`config.mk`:
```
export PLATFORM = sky130hd
export DESIGN_NAME = hvac_ascii_request_framer
export DESIGN_NICKNAME = d
export VERILOG_FILES = /design/src/sv/harf_pkg.sv /design/src/sv/harf_front.sv /design/src/sv/harf_queue.sv /design/src/sv/harf_back.sv /design/src/sv/hvac_ascii_request_framer.sv
export SDC_FILE = /design/constraint.sdc
export NUM_CORES = 1
export LEC_CHECK = 0
export ABC_AREA = 1
export BUFFER_PORTS_ARGS = -buffer_cell sky130_fd_sc_hd__buf_2
export CAP_MARGIN = 20
export CORE_ASPECT_RATIO = 0.5
export CORE_MARGIN = 8
export CORE_UTILIZATION = 50
export DETAILED_ROUTE_END_ITERATION = 8
export PLACE_DENSITY = 0.76
export SLEW_MARGIN = 20
export SYNTH_ARGS = -nofsm -noshare
export SYNTH_HDL_FRONTEND = slang
export SYNTH_SLANG_ARGS = --single-unit
```
`constraint.sdc`:
```
create_clock -name aclk -period 3 [get_ports aclk]
set_input_delay 0.3 -clock aclk [delete_from_list [all_inputs] [get_ports aclk]]
set_output_delay 0.3 -clock aclk [all_outputs]
set_load 0.02 [all_outputs]
```
`src/sv/harf_pkg.sv`:
```
// Shared types, constants and helper functions for the ASCII request framer.
// Used by harf_front, harf_queue, harf_back and hvac_ascii_request_framer.
// No dependencies.
package harf_pkg;

    // Default limit on payload bytes shown as hex digits in one write frame.
    localparam int MAX_HEX_BYTES_DEF = 32;
    // Default depth of the command queue between front and back.
    localparam int QUEUE_DEPTH_DEF   = 4;

    localparam logic [15:0] SUM_INIT = 16'hFFFF;

    // Character positions within the common frame layout.
    localparam int POS_W = 5;
    localparam logic [POS_W-1:0] POS_HEAD      = 5'd0;
    localparam logic [POS_W-1:0] POS_T         = 5'd1;
    localparam logic [POS_W-1:0] POS_SP0       = 5'd2;
    localparam logic [POS_W-1:0] POS_P         = 5'd3;
    localparam logic [POS_W-1:0] POS_EQ0       = 5'd4;
    localparam logic [POS_W-1:0] POS_ADDR3     = 5'd5;
    localparam logic [POS_W-1:0] POS_ADDR2     = 5'd6;
    localparam logic [POS_W-1:0] POS_ADDR1     = 5'd7;
    localparam logic [POS_W-1:0] POS_ADDR0     = 5'd8;
    localparam logic [POS_W-1:0] POS_COMMA     = 5'd9;
    localparam logic [POS_W-1:0] POS_HEX_HI    = 5'd10;
    localparam logic [POS_W-1:0] POS_HEX_LO    = 5'd11;
    localparam logic [POS_W-1:0] POS_SP1       = 5'd12;
    localparam logic [POS_W-1:0] POS_C         = 5'd13;
    localparam logic [POS_W-1:0] POS_EQ1       = 5'd14;
    localparam logic [POS_W-1:0] POS_SUM3      = 5'd15;
    localparam logic [POS_W-1:0] POS_SUM2      = 5'd16;
    localparam logic [POS_W-1:0] POS_SUM1      = 5'd17;
    localparam logic [POS_W-1:0] POS_SUM0      = 5'd18;
    localparam logic [POS_W-1:0] POS_CR        = 5'd19;

    localparam logic [7:0] CHAR_M     = 8'h4D;
    localparam logic [7:0] CHAR_S     = 8'h53;
    localparam logic [7:0] CHAR_T     = 8'h54;
    localparam logic [7:0] CHAR_SPACE = 8'h20;
    localparam logic [7:0] CHAR_P     = 8'h50;
    localparam logic [7:0] CHAR_EQ    = 8'h3D;
    localparam logic [7:0] CHAR_COMMA = 8'h2C;
    localparam logic [7:0] CHAR_C     = 8'h43;
    localparam logic [7:0] CHAR_CR    = 8'h0D;

    // One queued command: the pieces of a frame that a single word produces.
    typedef struct packed {
        logic        has_head;
        logic        is_read;
        logic [15:0] addr;
        logic        has_hex;
        logic [7:0]  data;
        logic        has_tail;
        logic [15:0] sum;
    } cmd_t;

    function automatic logic [7:0] hex_char(input logic [3:0] nib);
        logic [7:0] wide;
        wide = {4'h0, nib};
        if (nib < 4'd10) begin
            hex_char = wide + 8'h30;
        end else begin
            hex_char = wide + 8'h37;
        end
    endfunction

    // 0xFFFF minus both address bytes.
    function automatic logic [15:0] addr_sum(input logic [15:0] a);
        addr_sum = SUM_INIT - {8'h00, a[15:8]} - {8'h00, a[7:0]};
    endfunction

endpackage

```
`src/sv/harf_front.sv`:
```
// Front end of the framer: accepts input words, keeps the open-frame state
// and turns each word into at most one command for the back end. Uses harf_pkg.
module harf_front
    import harf_pkg::*;
#(
    parameter int MAX_HEX_BYTES = MAX_HEX_BYTES_DEF
) (
    input  logic        aclk,
    input  logic        aresetn,
    input  logic        s_valid,
    output logic        s_ready,
    input  logic        s_req_type,
    input  logic [15:0] s_address,
    input  logic [7:0]  s_data_byte,
    input  logic        s_first_byte,
    input  logic        s_last_byte,
    input  logic        q_full,
    output logic        push,
    output cmd_t        push_cmd
);

    localparam int CNT_W = $clog2(MAX_HEX_BYTES + 1);

    logic [15:0]      sum_reg,   sum_next;
    logic [CNT_W-1:0] count_reg, count_next;
    logic             open_reg,  open_next;

    logic             accept;
    logic             opening;
    logic [15:0]      base_sum;
    logic [15:0]      new_sum;
    logic [CNT_W-1:0] base_count;
    logic             emit_hex;

    assign s_ready = !q_full;
    assign accept  = s_valid && s_ready;

    always_comb begin
        opening    = s_first_byte || !open_reg;
        base_sum   = opening ? addr_sum(s_address) : sum_reg;
        base_count = opening ? '0 : count_reg;
        new_sum    = base_sum - {8'h00, s_data_byte};
        emit_hex   = base_count < CNT_W'(MAX_HEX_BYTES);

        push_cmd.addr = s_address;
        push_cmd.data = s_data_byte;
        if (!s_req_type) begin
            push_cmd.has_head = 1'b1;
            push_cmd.is_read  = 1'b1;
            push_cmd.has_hex  = 1'b0;
            push_cmd.has_tail = 1'b1;
            push_cmd.sum      = addr_sum(s_address);
        end else begin
            push_cmd.has_head = opening;
            push_cmd.is_read  = 1'b0;
            push_cmd.has_hex  = emit_hex;
            push_cmd.has_tail = s_last_byte;
            push_cmd.sum      = new_sum;
        end
        // A byte past the hex limit in the middle of a frame only updates the sum.
        push = accept && (push_cmd.has_head || push_cmd.has_hex || push_cmd.has_tail);

        sum_next   = sum_reg;
        count_next = count_reg;
        open_next  = open_reg;
        if (accept) begin
            if (!s_req_type || s_last_byte) begin
                sum_next   = SUM_INIT;
                count_next = '0;
                open_next  = 1'b0;
            end else begin
                sum_next   = new_sum;
                count_next = emit_hex ? base_count + CNT_W'(1) : base_count;
                open_next  = 1'b1;
            end
        end
    end

    always_ff @(posedge aclk) begin
        if (!aresetn) begin
            sum_reg   <= SUM_INIT;
            count_reg <= '0;
            open_reg  <= 1'b0;
        end else begin
            sum_reg   <= sum_next;
            count_reg <= count_next;
            open_reg  <= open_next;
        end
    end

endmodule

```
`src/sv/harf_queue.sv`:
```
// Small command queue in flip-flops between the framer's front and back.
// Uses harf_pkg for the command type.
module harf_queue
    import harf_pkg::*;
#(
    parameter int DEPTH = QUEUE_DEPTH_DEF
) (
    input  logic aclk,
    input  logic aresetn,
    input  logic push,
    input  cmd_t push_cmd,
    input  logic pop,
    output logic full,
    output logic head_valid,
    output cmd_t head_cmd
);

    localparam int AW = (DEPTH > 1) ? $clog2(DEPTH) : 1;
    localparam int CW = $clog2(DEPTH + 1);

    cmd_t          mem_reg [DEPTH];
    logic [AW-1:0] wr_ptr_reg, wr_ptr_next;
    logic [AW-1:0] rd_ptr_reg, rd_ptr_next;
    logic [CW-1:0] count_reg,  count_next;

    assign full       = count_reg == CW'(DEPTH);
    assign head_valid = count_reg != '0;
    assign head_cmd   = mem_reg[rd_ptr_reg];

    always_comb begin
        wr_ptr_next = wr_ptr_reg;
        rd_ptr_next = rd_ptr_reg;
        count_next  = count_reg;
        if (push) begin
            wr_ptr_next = (wr_ptr_reg == AW'(DEPTH - 1)) ? '0 : wr_ptr_reg + AW'(1);
        end
        if (pop) begin
            rd_ptr_next = (rd_ptr_reg == AW'(DEPTH - 1)) ? '0 : rd_ptr_reg + AW'(1);
        end
        if (push && !pop) begin
            count_next = count_reg + CW'(1);
        end else if (pop && !push) begin
            count_next = count_reg - CW'(1);
        end
    end

    always_ff @(posedge aclk) begin
        if (!aresetn) begin
            wr_ptr_reg <= '0;
            rd_ptr_reg <= '0;
            count_reg  <= '0;
        end else begin
            wr_ptr_reg <= wr_ptr_next;
            rd_ptr_reg <= rd_ptr_next;
            count_reg  <= count_next;
        end
    end

    always_ff @(posedge aclk) begin
        if (push) begin
            mem_reg[wr_ptr_reg] <= push_cmd;
        end
    end

    a_no_overflow: assert property (@(posedge aclk) disable iff (!aresetn)
        push |-> (!full || pop))
        else $error("command queue written while full");

endmodule

```
`src/sv/harf_back.sv`:
```
// Back end of the framer: walks the character positions of the command at
// the queue head and feeds a registered output stage. Uses harf_pkg.
module harf_back
    import harf_pkg::*;
(
    input  logic       aclk,
    input  logic       aresetn,
    input  logic       head_valid,
    input  cmd_t       head_cmd,
    output logic       pop,
    output logic       m_valid,
    input  logic       m_ready,
    output logic [7:0] m_out_char,
    output logic       m_frame_end
);

    logic [POS_W-1:0] pos_reg,   pos_next;
    logic             busy_reg,  busy_next;
    logic             valid_reg, valid_next;
    logic [7:0]       char_reg,  char_next;
    logic             end_reg,   end_next;

    logic             load;
    logic [POS_W-1:0] cur_pos;
    logic [POS_W-1:0] start_pos;
    logic [POS_W-1:0] step_pos;
    logic             done;
    logic [7:0]       cur_char;

    assign m_valid     = valid_reg;
    assign m_out_char  = char_reg;
    assign m_frame_end = end_reg;

    always_comb begin
        if (head_cmd.has_head) begin
            start_pos = POS_HEAD;
        end else if (head_cmd.has_hex) begin
            start_pos = POS_HEX_HI;
        end else begin
            start_pos = POS_SP1;
        end
        cur_pos = busy_reg ? pos_reg : start_pos;

        // Skip the comma on reads, the hex pair when the byte is past the
        // limit and the tail when the frame stays open.
        done     = 1'b0;
        step_pos = cur_pos + POS_W'(1);
        priority if (cur_pos == POS_ADDR0 && head_cmd.is_read) begin
            step_pos = POS_SP1;
        end else if (cur_pos == POS_COMMA && !head_cmd.has_hex) begin
            step_pos = POS_SP1;
            done     = !head_cmd.has_tail;
        end else if (cur_pos == POS_HEX_LO) begin
            done     = !head_cmd.has_tail;
        end else if (cur_pos == POS_CR) begin
            done     = 1'b1;
        end else begin
            done     = 1'b0;
        end

        unique case (cur_pos)
            POS_HEAD:   cur_char = head_cmd.is_read ? CHAR_M : CHAR_S;
            POS_T:      cur_char = CHAR_T;
            POS_SP0:    cur_char = CHAR_SPACE;
            POS_P:      cur_char = CHAR_P;
            POS_EQ0:    cur_char = CHAR_EQ;
            POS_ADDR3:  cur_char = hex_char(head_cmd.addr[15:12]);
            POS_ADDR2:  cur_char = hex_char(head_cmd.addr[11:8]);
            POS_ADDR1:  cur_char = hex_char(head_cmd.addr[7:4]);
            POS_ADDR0:  cur_char = hex_char(head_cmd.addr[3:0]);
            POS_COMMA:  cur_char = CHAR_COMMA;
            POS_HEX_HI: cur_char = hex_char(head_cmd.data[7:4]);
            POS_HEX_LO: cur_char = hex_char(head_cmd.data[3:0]);
            POS_SP1:    cur_char = CHAR_SPACE;
            POS_C:      cur_char = CHAR_C;
            POS_EQ1:    cur_char = CHAR_EQ;
            POS_SUM3:   cur_char = hex_char(head_cmd.sum[15:12]);
            POS_SUM2:   cur_char = hex_char(head_cmd.sum[11:8]);
            POS_SUM1:   cur_char = hex_char(head_cmd.sum[7:4]);
            POS_SUM0:   cur_char = hex_char(head_cmd.sum[3:0]);
            POS_CR:     cur_char = CHAR_CR;
            default:    cur_char = CHAR_SPACE;
        endcase

        load = head_valid && (!valid_reg || m_ready);
        pop  = load && done;

        pos_next   = pos_reg;
        busy_next  = busy_reg;
        valid_next = valid_reg;
        char_next  = char_reg;
        end_next   = end_reg;
        if (load) begin
            pos_next   = step_pos;
            busy_next  = !done;
            valid_next = 1'b1;
            char_next  = cur_char;
            end_next   = cur_pos == POS_CR;
        end else if (m_ready) begin
            valid_next = 1'b0;
        end
    end

    always_ff @(posedge aclk) begin
        if (!aresetn) begin
            pos_reg   <= POS_HEAD;
            busy_reg  <= 1'b0;
            valid_reg <= 1'b0;
        end else begin
            pos_reg   <= pos_next;
            busy_reg  <= busy_next;
            valid_reg <= valid_next;
        end
    end

    always_ff @(posedge aclk) begin
        char_reg <= char_next;
        end_reg  <= end_next;
    end

    a_busy_has_cmd: assert property (@(posedge aclk) disable iff (!aresetn)
        busy_reg |-> head_valid)
        else $error("sequencer mid-frame with no command at queue head");

    a_end_is_cr: assert property (@(posedge aclk) disable iff (!aresetn)
        (valid_reg && end_reg) |-> (char_reg == CHAR_CR))
        else $error("frame end flagged on a character other than CR");

    a_pop_on_end: assert property (@(posedge aclk) disable iff (!aresetn)
        (load && cur_pos == POS_CR) |-> pop)
        else $error("command kept after its closing CR");

endmodule

```
`src/sv/hvac_ascii_request_framer.sv`:
```
// Top level of the ASCII request framer: front end, command queue and
// character back end. Depends on harf_pkg, harf_front, harf_queue, harf_back.
//
//   Channel   Ports                                   Direction  Word
//   input     s_valid s_ready s_req_type s_address    in         one request word
//             s_data_byte s_first_byte s_last_byte
//   result    m_valid m_ready m_out_char m_frame_end  out        one frame character
//
// The block emits one character per cycle while the receiver takes them; the
// back-end sequencer that walks a frame position by position sets the pace.
// A middle payload byte emits its hex pair, a frame's opening byte the head as
// well (and the tail when it also closes the frame), a read its head, address
// and tail; a byte past the hex limit emits none, or only the tail when it
// closes the frame. The front accepts one word per cycle while the queue has room.
// Reset (aresetn low at a clock edge) empties the queue, drops any partly
// emitted frame and closes the open write frame.
// A stalled receiver holds the output register; the queue then fills and
// s_ready falls only when all entries are taken.
module hvac_ascii_request_framer
    import harf_pkg::*;
#(
    parameter int MAX_HEX_BYTES = MAX_HEX_BYTES_DEF,
    parameter int QUEUE_DEPTH   = QUEUE_DEPTH_DEF
) (
    input  logic        aclk,
    input  logic        aresetn,
    input  logic        s_valid,
    output logic        s_ready,
    input  logic        s_req_type,
    input  logic [15:0] s_address,
    input  logic [7:0]  s_data_byte,
    input  logic        s_first_byte,
    input  logic        s_last_byte,
    output logic        m_valid,
    input  logic        m_ready,
    output logic [7:0]  m_out_char,
    output logic        m_frame_end
);

    // Commands flow from the front to the back through the queue; each one
    // describes the head, hex pair and tail that a single word contributes.
    logic q_full;
    logic q_push;
    cmd_t q_push_cmd;
    logic q_pop;
    logic q_head_valid;
    cmd_t q_head_cmd;

    harf_front #(
        .MAX_HEX_BYTES(MAX_HEX_BYTES)
    ) u_front (
        .aclk         (aclk),
        .aresetn      (aresetn),
        .s_valid      (s_valid),
        .s_ready      (s_ready),
        .s_req_type   (s_req_type),
        .s_address    (s_address),
        .s_data_byte  (s_data_byte),
        .s_first_byte (s_first_byte),
        .s_last_byte  (s_last_byte),
        .q_full       (q_full),
        .push         (q_push),
        .push_cmd     (q_push_cmd)
    );

    harf_queue #(
        .DEPTH(QUEUE_DEPTH)
    ) u_queue (
        .aclk       (aclk),
        .aresetn    (aresetn),
        .push       (q_push),
        .push_cmd   (q_push_cmd),
        .pop        (q_pop),
        .full       (q_full),
        .head_valid (q_head_valid),
        .head_cmd   (q_head_cmd)
    );

    // The back end owns the output register, so a waiting character blocks the
    // front from taking the next word only once the queue is full.
    harf_back u_back (
        .aclk        (aclk),
        .aresetn     (aresetn),
        .head_valid  (q_head_valid),
        .head_cmd    (q_head_cmd),
        .pop         (q_pop),
        .m_valid     (m_valid),
        .m_ready     (m_ready),
        .m_out_char  (m_out_char),
        .m_frame_end (m_frame_end)
    );

endmodule
```
==> flow_summary.ini, run 1 <==
[cts]
cts_tree = built
cts-buffers-inserted = 21
clock_latency_ps = 510
cts_num_sinks = 223
cts_max_level = 1
clk_path_buf_depth = 3
root_buffer = clkbuf_16
clk_pin_slew_ps = 70

[timing]
fin_skew_ps = 16.7
finalSetupTns_ps = 0
tightest_slew_ps = 601
setup_viol = 0
max_slew_margin_pct = 60.0
fmax_ghz = 0.346
maxSlewViolCount = 0
finalHoldViolations = 0
grt_setup_unrepaired = true
period_minus_slack_ps = 2890
finalCritPeriodShare_pct = 96.3

[floorplanning]
start_util_pct = 50.8
die-area_um2 = 28500
dieWidth_um = 231
die_h_um = 123
rows = 39
boundaryPins = 42
coreArea_um2 = 22700

[routing]
wl_per_cell_um = 17.6
vias_per_cell = 5.38
drt_iter0_drc = 1034
drt-pass1-iter-count = 5
num_vias = 9195
wl_um = 30100
drc = 0
final_antenna_net_count = 0

[synth]
postSynthAreaPerCell_um2 = 9.09
async_reset_ff_share_pct = 0
synth_edf_count = 184
yosysSeqAreaShare_pct = 54.6
synth-seq-cells = 223
postSynthNetCount = 1344
yosys_warnings = 0
synth-main-ff-cell = edfxtp_1
syn_area_um2 = 11600
syn-instance-count = 1271
synthDistinctLibCells = 54

[worst_setup_path]
critical_path_class = flop to flop
path_cells = inv_6, nand2_2, nand3_2, nand2_4, nand2_4, o21ai_4, inv_2, buf_6, ha_4, inv_2, nor2_4, nand3_4, nand3_4, nand2_4, nor2_4, inv_2, ha_4, inv_2, fa_2, a21oi_2, o21ai_2, o21ai_1, a21oi_1
critical_path.max_stage_delay_ps = 410
cp_data_arrival_time_ps = 3290
crit_fanout = 8
cp.required_ps = 3400
critPathBufInv = 6
crit_path_top_delay_cell = dfxtp_4
end_kind = flop
critPathTopFamily = simple AND/OR/NAND/NOR gates
start_kind = flop
path_common_cell = inv_2

[global_route]
groute.usage.overall_pct = 20.8
grt_overflow = 0
first_global_vias = 8698
grt_pass1_wl_um = 46400
antenna_found_initial = 1
grt_max_degree = 56

[finish]
layout-drive-gt1-share_pct = 17.8
final_cells = 1709
finalNetCount = 1462
area_growth_pct = 16.9
largest_register_ffs = 176

[power]
ir_drop_v = 0.000344
p_leak_uw = 0.00566
p_per_area_nw_per_um2 = 576

[job]
maxCapViolations = 0

[worst_hold_path]
min_path_type = input port to flop

[placement]
dp_hpwl_um = 21200
io_buffers = 40
post-place-cells = 1667
gp_congestion = 0.991

[outcome]
status = completed
## per-layer routing
layer	global-route usage, %	up-vias	routed length [µm]
met1	28.3	4310	13400
li1	-	4499	-
met3	4.58	42	2480
met5	0	-	0
met4	4.65	0	588
met2	34.0	344	13600
## synthesized netlist by cell type (all sizes together), types with 4 or more instances
| cell | n | area (µm²) |
|---|---|---|
| nand2 | 411 | 1590 |
| edfxtp | 184 | 5530 |
| inv | 126 | 483 |
| nand3 | 103 | 541 |
| nor2 | 101 | 418 |
| o21ai | 64 | 324 |
| a21oi | 50 | 265 |
| dfxtp | 39 | 781 |
| ha | 39 | 488 |
| buf | 31 | 235 |
| o22ai | 17 | 113 |
| nand4 | 16 | 106 |
| xor2 | 16 | 140 |
| clkbuf | 11 | 41.3 |
| nor3 | 9 | 45.0 |
| xnor2 | 7 | 61.3 |
| nand3b | 6 | 45.0 |
| o211ai | 6 | 45.0 |
| or2 | 6 | 37.5 |
| a32oi | 4 | 42.6 |
## metrics by stage
stage	instance area, µm²	utilization (%)	worst slack, ps	power (µW)	hold slack (ps)
2_1_floorplan	11600	-	-336	4650	399
3_3_place_gp	12600	55.6	-319	5210	452
3_5_place_dp	12600	55.6	-363	5240	461
4_1_cts	13300	58.6	7.14	7750	4.10
5_1_grt	13500	59.4	-40.2	8100	8.41
6_report	13500	59.4	111	7780	21.1
## cells by family (layout without fill, tap and decap cells)
| family | Yosys count | count (layout) | synth area share (%) |
|---|---|---|---|
| buffers and inverters | 169 | 299 | 6.61 |
| and+or+nand+nor | 653 | 653 | 24.1 |
| AOI/OAI and AO/OA | 160 | 160 | 8.15 |
| DFF | 223 | 223 | 54.6 |
| xor gates and xnor gates | 23 | 23 | 1.74 |
| other | 1 | 2 | 0.0325 |
| adders and majority gates | 42 | 42 | 4.74 |
## cells in the final DEF (no fill, tap or decap), types with 5 or more instances in the layout
master	n
ha_1	35
clkbuf_16	22
o211ai_1	6
nor2_2	6
nand2_2	14
nand2_1	390
inv_1	114
nor3_1	9
buf_2	40
nor2_1	86
o22ai_1	16
or2_2	5
o21ai_0	48
dfxtp_1	37
nand4_1	15
nand3_2	5
nor2_4	8
a21oi_2	5
edfxtp_1	184
inv_2	9
nand3_1	96
nand2_4	7
xor2_1	16
a21oi_1	45
xnor2_1	7
nand3b_1	6
buf_4	90
o21ai_1	10
o21ai_2	5
## path summary, 6_finish.rpt
kind / from / to / slack [ps] / depth (start not counted)
worst max register to register: flop / u_queue.count_reg[2]$_SDFFE_PN0P_ / 110 / 23
worst max-delay path: flop / u_queue.count_reg[2]$_SDFFE_PN0P_ / 110 / 23
worst min-delay path: s_data_byte[4] / u_queue.mem_reg[1][21]$_DFFE_PP_ / 20 / 1
worst min register to register: u_front.open_reg$_SDFFE_PN0P_ / u_front.open_reg$_SDFFE_PN0P_ / 470 / 2
## power by group
part	switching, µW	internal, µW	leakage, µW
Sequential	54.5	3620	0.00195
Clock	1110	1420	0.000311
Combinational	994	576	0.00339
## area by class of cell
class                           count  area, µm²
Fill cell                        1877       9230
Tap cell                          307        384
Multi-Input combinational cell    879       4690
Sequential cell                   223       6310
Inverter                          127        487
Clock inverter                      9       72.6
Clock buffer                       26        566
Timing Repair Buffer              137        990
Antenna cell                        1       2.50
## timing repair
action,CTS,global route
resized for setup,12,40
hold endpoints to repair,0,0
endpoints found under the setup margin,2,39
pin swaps,4,16
buffers inserted,2,4
hold buffers,0,0
(Power assumes the default switching activity.)
==> run 2: changes to the inputs <==
REMOVE_ABC_BUFFERS = 1   (was unset)
==> flow_summary.ini, run 2 (same netlist as run 1, synthesis figures left out) <==
[cts]
clk_path_buf_depth = 3
clock_latency_ps = 500
cts-buffers-inserted = 21
cts_num_sinks = 223
cts_max_level = 1
cts_tree = built
root_buffer = clkbuf_16
holdBufCountCts = 0
clk_pin_slew_ps = 70

[worst_setup_path]
rr_worst_depth = 14
crit_path_top_delay_cell = fa_2
cp_data_arrival_time_ps = 3120
cp.required_ps = 3220
end_kind = flop
reg2reg_to = u_back.m_out_char[2]$_DFFE_PP_
path_cells = buf_2, ha_1, fa_2, o21ai_2, buf_4, a21oi_1, xnor2_1, nand2_1, nand2_1, ha_1, a21oi_1, o21a_1, a21boi_1, buf_4, nor2_1, buf_4, xor2_2, nand2_1
crit_fanout = 5
reg2reg_slack_ps = 120
critical_path.max_stage_delay_ps = 370
critical_path_class = input port to flop
start_kind = input port

[outcome]
status = completed

[floorplanning]
boundaryPins = 42
die_h_um = 123
dieWidth_um = 231
coreArea_um2 = 22700
die-area_um2 = 28500
start_util_pct = 50.8
rows = 39

[finish]
finalNetCount = 1450
largest_register_ffs = 176
final-seq-area_um2 = 6310
mostFrequentLayoutCell = nand2_1
fill_cells = 1884
multi_input_area_um2 = 4660
area_growth_pct = 15.9
layout_common_cells = nand2_1, edfxtp_1, inv_1
stdcell_area_um2 = 13400
layout-drive-gt1-share_pct = 16.9

[global_route]
groute.usage.overall_pct = 20.1
antenna_found_initial = 1
first_global_vias = 8778
grt_max_degree = 65
grt_pass1_wl_um = 45500
grt_overflow = 0

[worst_hold_path]
hold_path_startpoint = s_address[2]
min_path_cells = 1
min_path_type = input port to flop
min_to = u_queue.mem_reg[0][28]$_DFFE_PP_

[power]
p_per_area_nw_per_um2 = 582
ir_drop_v = 0.000295
p_leak_uw = 0.00558
power_frac_comb_pct = 19.8
pwr-share-seq_pct = 47.2
clock_power_share_pct = 33.1
p_int_uw = 5640
switchingPower_uw = 2160
p_sw_share_pct = 27.7

[timing]
maxSlewViolCount = 0
fmax_ghz = 0.345
grt_setup_unrepaired = true
setup_slack_ps = 105
finalCritPeriodShare_pct = 96.5
setup_viol = 0
fin_skew_ps = 9.68
max_slew_margin_pct = 60.5
period_minus_slack_ps = 2900
tightest_slew_ps = 586
finalHoldViolations = 0

[routing]
num_vias = 9321
wl_um = 29700
drt_iter0_drc = 848
wl_per_cell_um = 17.5
vias_per_cell = 5.49
final_antenna_net_count = 0
drc = 0
drt-pass1-iter-count = 7

[job]
maxCapViolations = 0

[placement]
io_buffers = 40
pre_cts_slack_ps = -626
placed_area_um2 = 12600
gp_congestion = 1.02
dp_hpwl_um = 20700
-- run 2: changes by cell type in the layout (fill, tap and decap cells not counted), moves of 3 or more --
cell and delta:
inv_1 +3, buf_6 -3, nand2_2 +3, nand2_4 -5
inv_2 -3, buf_4 -10
-- run 2: worst max path at each step --
stage,startpoint,endpoint,slack [ps],cells past startpoint
floorplan,flop,u_queue.count_reg[1]$_SDFFE_PN0P_,-2040,21
global placement,s_address[2],u_queue.mem_reg[0][9]$_DFFE_PP_,-430,18
detailed placement,s_address[10],u_queue.mem_reg[1][12]$_DFFE_PP_,-630,17
CTS,flop,u_queue.count_reg[2]$_SDFFE_PN0P_,-30,23
global route,s_address[0],u_queue.mem_reg[2][9]$_DFFE_PP_,-120,18
finish,s_address[0],u_queue.mem_reg[2][9]$_DFFE_PP_,100,18
-- run 2: per-stage QoR --
| step | hold WS, ps | setup TNS (ps) | std cells | total power [µW] | util, % |
|---|---|---|---|---|---|
| 2_1_floorplan | 369 | -117970 | 1229 | 4630 | - |
| 3_3_place_gp | 453 | -14850 | 1657 | 5140 | 55.3 |
| 3_5_place_dp | 458 | -24710 | 1657 | 5200 | 55.3 |
| 4_1_cts | 22.3 | -50.5 | 1694 | 7750 | 58.1 |
| 5_1_grt | 23.0 | -1680 | 1699 | 8100 | 58.9 |
| 6_report | 31.8 | 0 | 1699 | 7800 | 58.9 |
-- run 2: per-layer routing --
metal / vias up / GRT usage [%] / part of all wire (%)
li1: 4486 / - / -
met1: 4414 / 26.5 / 43
met2: 365 / 33.2 / 45
met3: 56 / 3.85 / 8.8
met4: 0 / 6.81 / 2.7
met5: - / 0 / 0
-- run 2: final cells by class --
class / count / share of cell area [%]
Timing Repair Buffer: 125 / 6.72
Multi-Input combinational cell: 879 / 34.8
Clock inverter: 10 / 0.757
Clock buffer: 27 / 4.09
Sequential cell: 223 / 47.1
Tap cell: 307 / 2.87
Antenna cell: 1 / 0.0187
Inverter: 127 / 3.63
-- run 2: critical path: cells and delay by family --
family	cells	cell delay [ps]
AO/OA/AOI/OAI	5	590
XOR/XNOR	2	390
adder cells (fa/ha/maj)	3	850
buffers and inverters	4	550
AND/OR/NAND/NOR	4	410
-- run 2: power by group through the flow --
stage | Clock, µW | Combinational (µW) | Sequential, µW
CTS | 2600 | 1470 | 3680
detailed placement | 0 | 1450 | 3750
finish | 2580 | 1540 | 3680
floorplan | 0 | 837 | 3790
global placement | 0 | 1410 | 3740
global route | 2720 | 1690 | 3700
-- run 2: what timing repair did --
action                                  4_1_cts  5_1_grt
setup buffers                                 0        4
endpoints found under the setup margin       26       37
gates cloned                                  0        0
gates resized for setup                       6       40
pin swaps                                     0       10
==> run 3: changes to the inputs <==
PLACE_DENSITY = 0.74   (was 0.76)
SLEW_MARGIN = unset   (was 20)
clock period = 3.1 ns   (was 3 ns; I/O delays follow)
==> flow_summary.ini, run 3 (same netlist as run 1, synthesis figures left out) <==
[outcome]
status = completed

[worst_setup_path]
cp_data_arrival_time_ps = 3220
path_cells = buf_4, inv_1, ha_1, nand2_1, o21ai_2, a21oi_1, o21ai_1, xor2_1, o21ai_1, ha_1, a21oi_1, o21a_1, nand2_1, nor2_2, nand2_1, xor2_1, or2_2
critical_path.max_stage_delay_ps = 370
critPathTopFamily = compound AO/OA/AOI/OAI gates
crit_path_top_delay_cell = ha_1
end_kind = flop
critical_path_class = input port to flop
cp.required_ps = 3330
critPathBufInv = 2
crit_fanout = 6
start_kind = input port
path_common_cell = nand2_1

[power]
ir_drop_v = 0.000388
p_leak_uw = 0.00554
p_per_area_nw_per_um2 = 563

[timing]
finalCritPeriodShare_pct = 96.6
fmax_ghz = 0.334
maxSlewViolCount = 0
period_minus_slack_ps = 2990
finalHoldViolations = 0
tightest_slew_ps = 587
grt_setup_unrepaired = true
max_slew_margin_pct = 60.4
fin_skew_ps = 11.0
finalSetupTns_ps = 0
setup_viol = 0

[finish]
multi_input_area_um2 = 4610
largest_register_ffs = 176
mostFrequentLayoutCell = nand2_1
layout-drive-gt1-share_pct = 16.0
final_cells = 1690
finalNetCount = 1442
area_growth_pct = 14.8
layout_common_cells = nand2_1, edfxtp_1, inv_1
final-seq-area_um2 = 6310
diodes = 0
fill_cells = 1914

[floorplanning]
die-area_um2 = 28500
rows = 39
dieWidth_um = 231
boundaryPins = 42
die_h_um = 123
coreArea_um2 = 22700
start_util_pct = 50.8

[worst_hold_path]
min_path_type = input port to flop

[global_route]
grt_overflow = 0
groute.usage.overall_pct = 20.1
grt_pass1_wl_um = 45900
first_global_vias = 8986
antenna_found_initial = 0
grt_max_degree = 59

[placement]
io_buffers = 40
dp_hpwl_um = 20000
post-place-cells = 1650
gp_congestion = 0.974

[routing]
drc = 0
wl_um = 28900
drt-pass1-iter-count = 6
wl_per_cell_um = 17.1
drt_iter0_drc = 916
final_antenna_net_count = 0
vias_per_cell = 5.45
num_vias = 9207

[cts]
clk_pin_slew_ps = 60
clock_latency_ps = 500
cts_tree = built
root_buffer = clkbuf_16
holdBufCountCts = 0
cts-buffers-inserted = 21
cts_num_sinks = 223
clk_path_buf_depth = 3
cts_max_level = 1

[job]
maxCapViolations = 0
-- run 3: where the power goes --
| part | internal (µW) | switching, µW | total (µW) |
|---|---|---|---|
| registers | 3500 | 55.4 | 3560 |
| logic | 541 | 947 | 1490 |
| clock network | 1330 | 1090 | 2430 |
| total | 5370 | 2090 | 7470 |
-- run 3: final timing paths --
check | start | end | slack (ps) | cells past startpoint
max | s_address[1] | u_queue.mem_reg[2][12]$_DFFE_PP_ | 110 | 17
min reg2reg | u_front.open_reg$_SDFFE_PN0P_ | u_front.open_reg$_SDFFE_PN0P_ | 470 | 2
min | s_address[14] | u_queue.mem_reg[3][40]$_DFFE_PP_ | 40 | 1
max reg2reg | u_front.open_reg$_SDFFE_PN0P_ | u_queue.mem_reg[1][6]$_DFFE_PP_ | 160 | 14
-- run 3: worst reg2reg max path: stages, from the launching register on --
cell	delay (ps)
dfxtp_1	330
inv_1	50
nor2_2	110
buf_4	290
o21ai_0	230
fa_1	470
nand2_1	80
nand2_1	50
o21a_1	120
buf_4	140
nand2_1	50
nand2_1	50
a21oi_1	170
xor2_1	100
o21ai_0	450
-- run 3: area by class of cell --
cell class                 count  share of cell area, %
clock buffer                  24                   4.05
clock inverter                13                  0.707
inverter                     127                   3.67
multi-input combinational    879                   34.8
sequential                   223                   47.6
tap                          307                   2.90
timing repair buffer         117                   6.35
-- run 3: per-layer routing --
layer | up-vias | GRT usage [%] | routed length [µm]
met2 | 350 | 33.0 | 13000
met1 | 4345 | 27.4 | 12900
met5 | - | 0 | 0
li1 | 4457 | - | -
met4 | 0 | 6.77 | 729
met3 | 55 | 3.07 | 2340
-- run 3: stage by stage --
stage	power (µW)	hold slack [ps]	area, µm²	util [%]	worst slack [ps]
2_1_floorplan	4480	379	11300	-	-1940
3_3_place_gp	4990	453	12500	55.0	-496
3_5_place_dp	5040	459	12500	55.0	-568
4_1_cts	7450	34.6	13100	57.8	-36.3
5_1_grt	7770	40.1	13300	58.3	-51.6
6_report	7470	44.0	13300	58.3	106
-- run 3: repair_timing --
item                                    4_1_cts  5_1_grt
resized for setup                             5       30
setup buffers                                 0        3
endpoints found under the setup margin       19       49
pin swaps                                     1        9
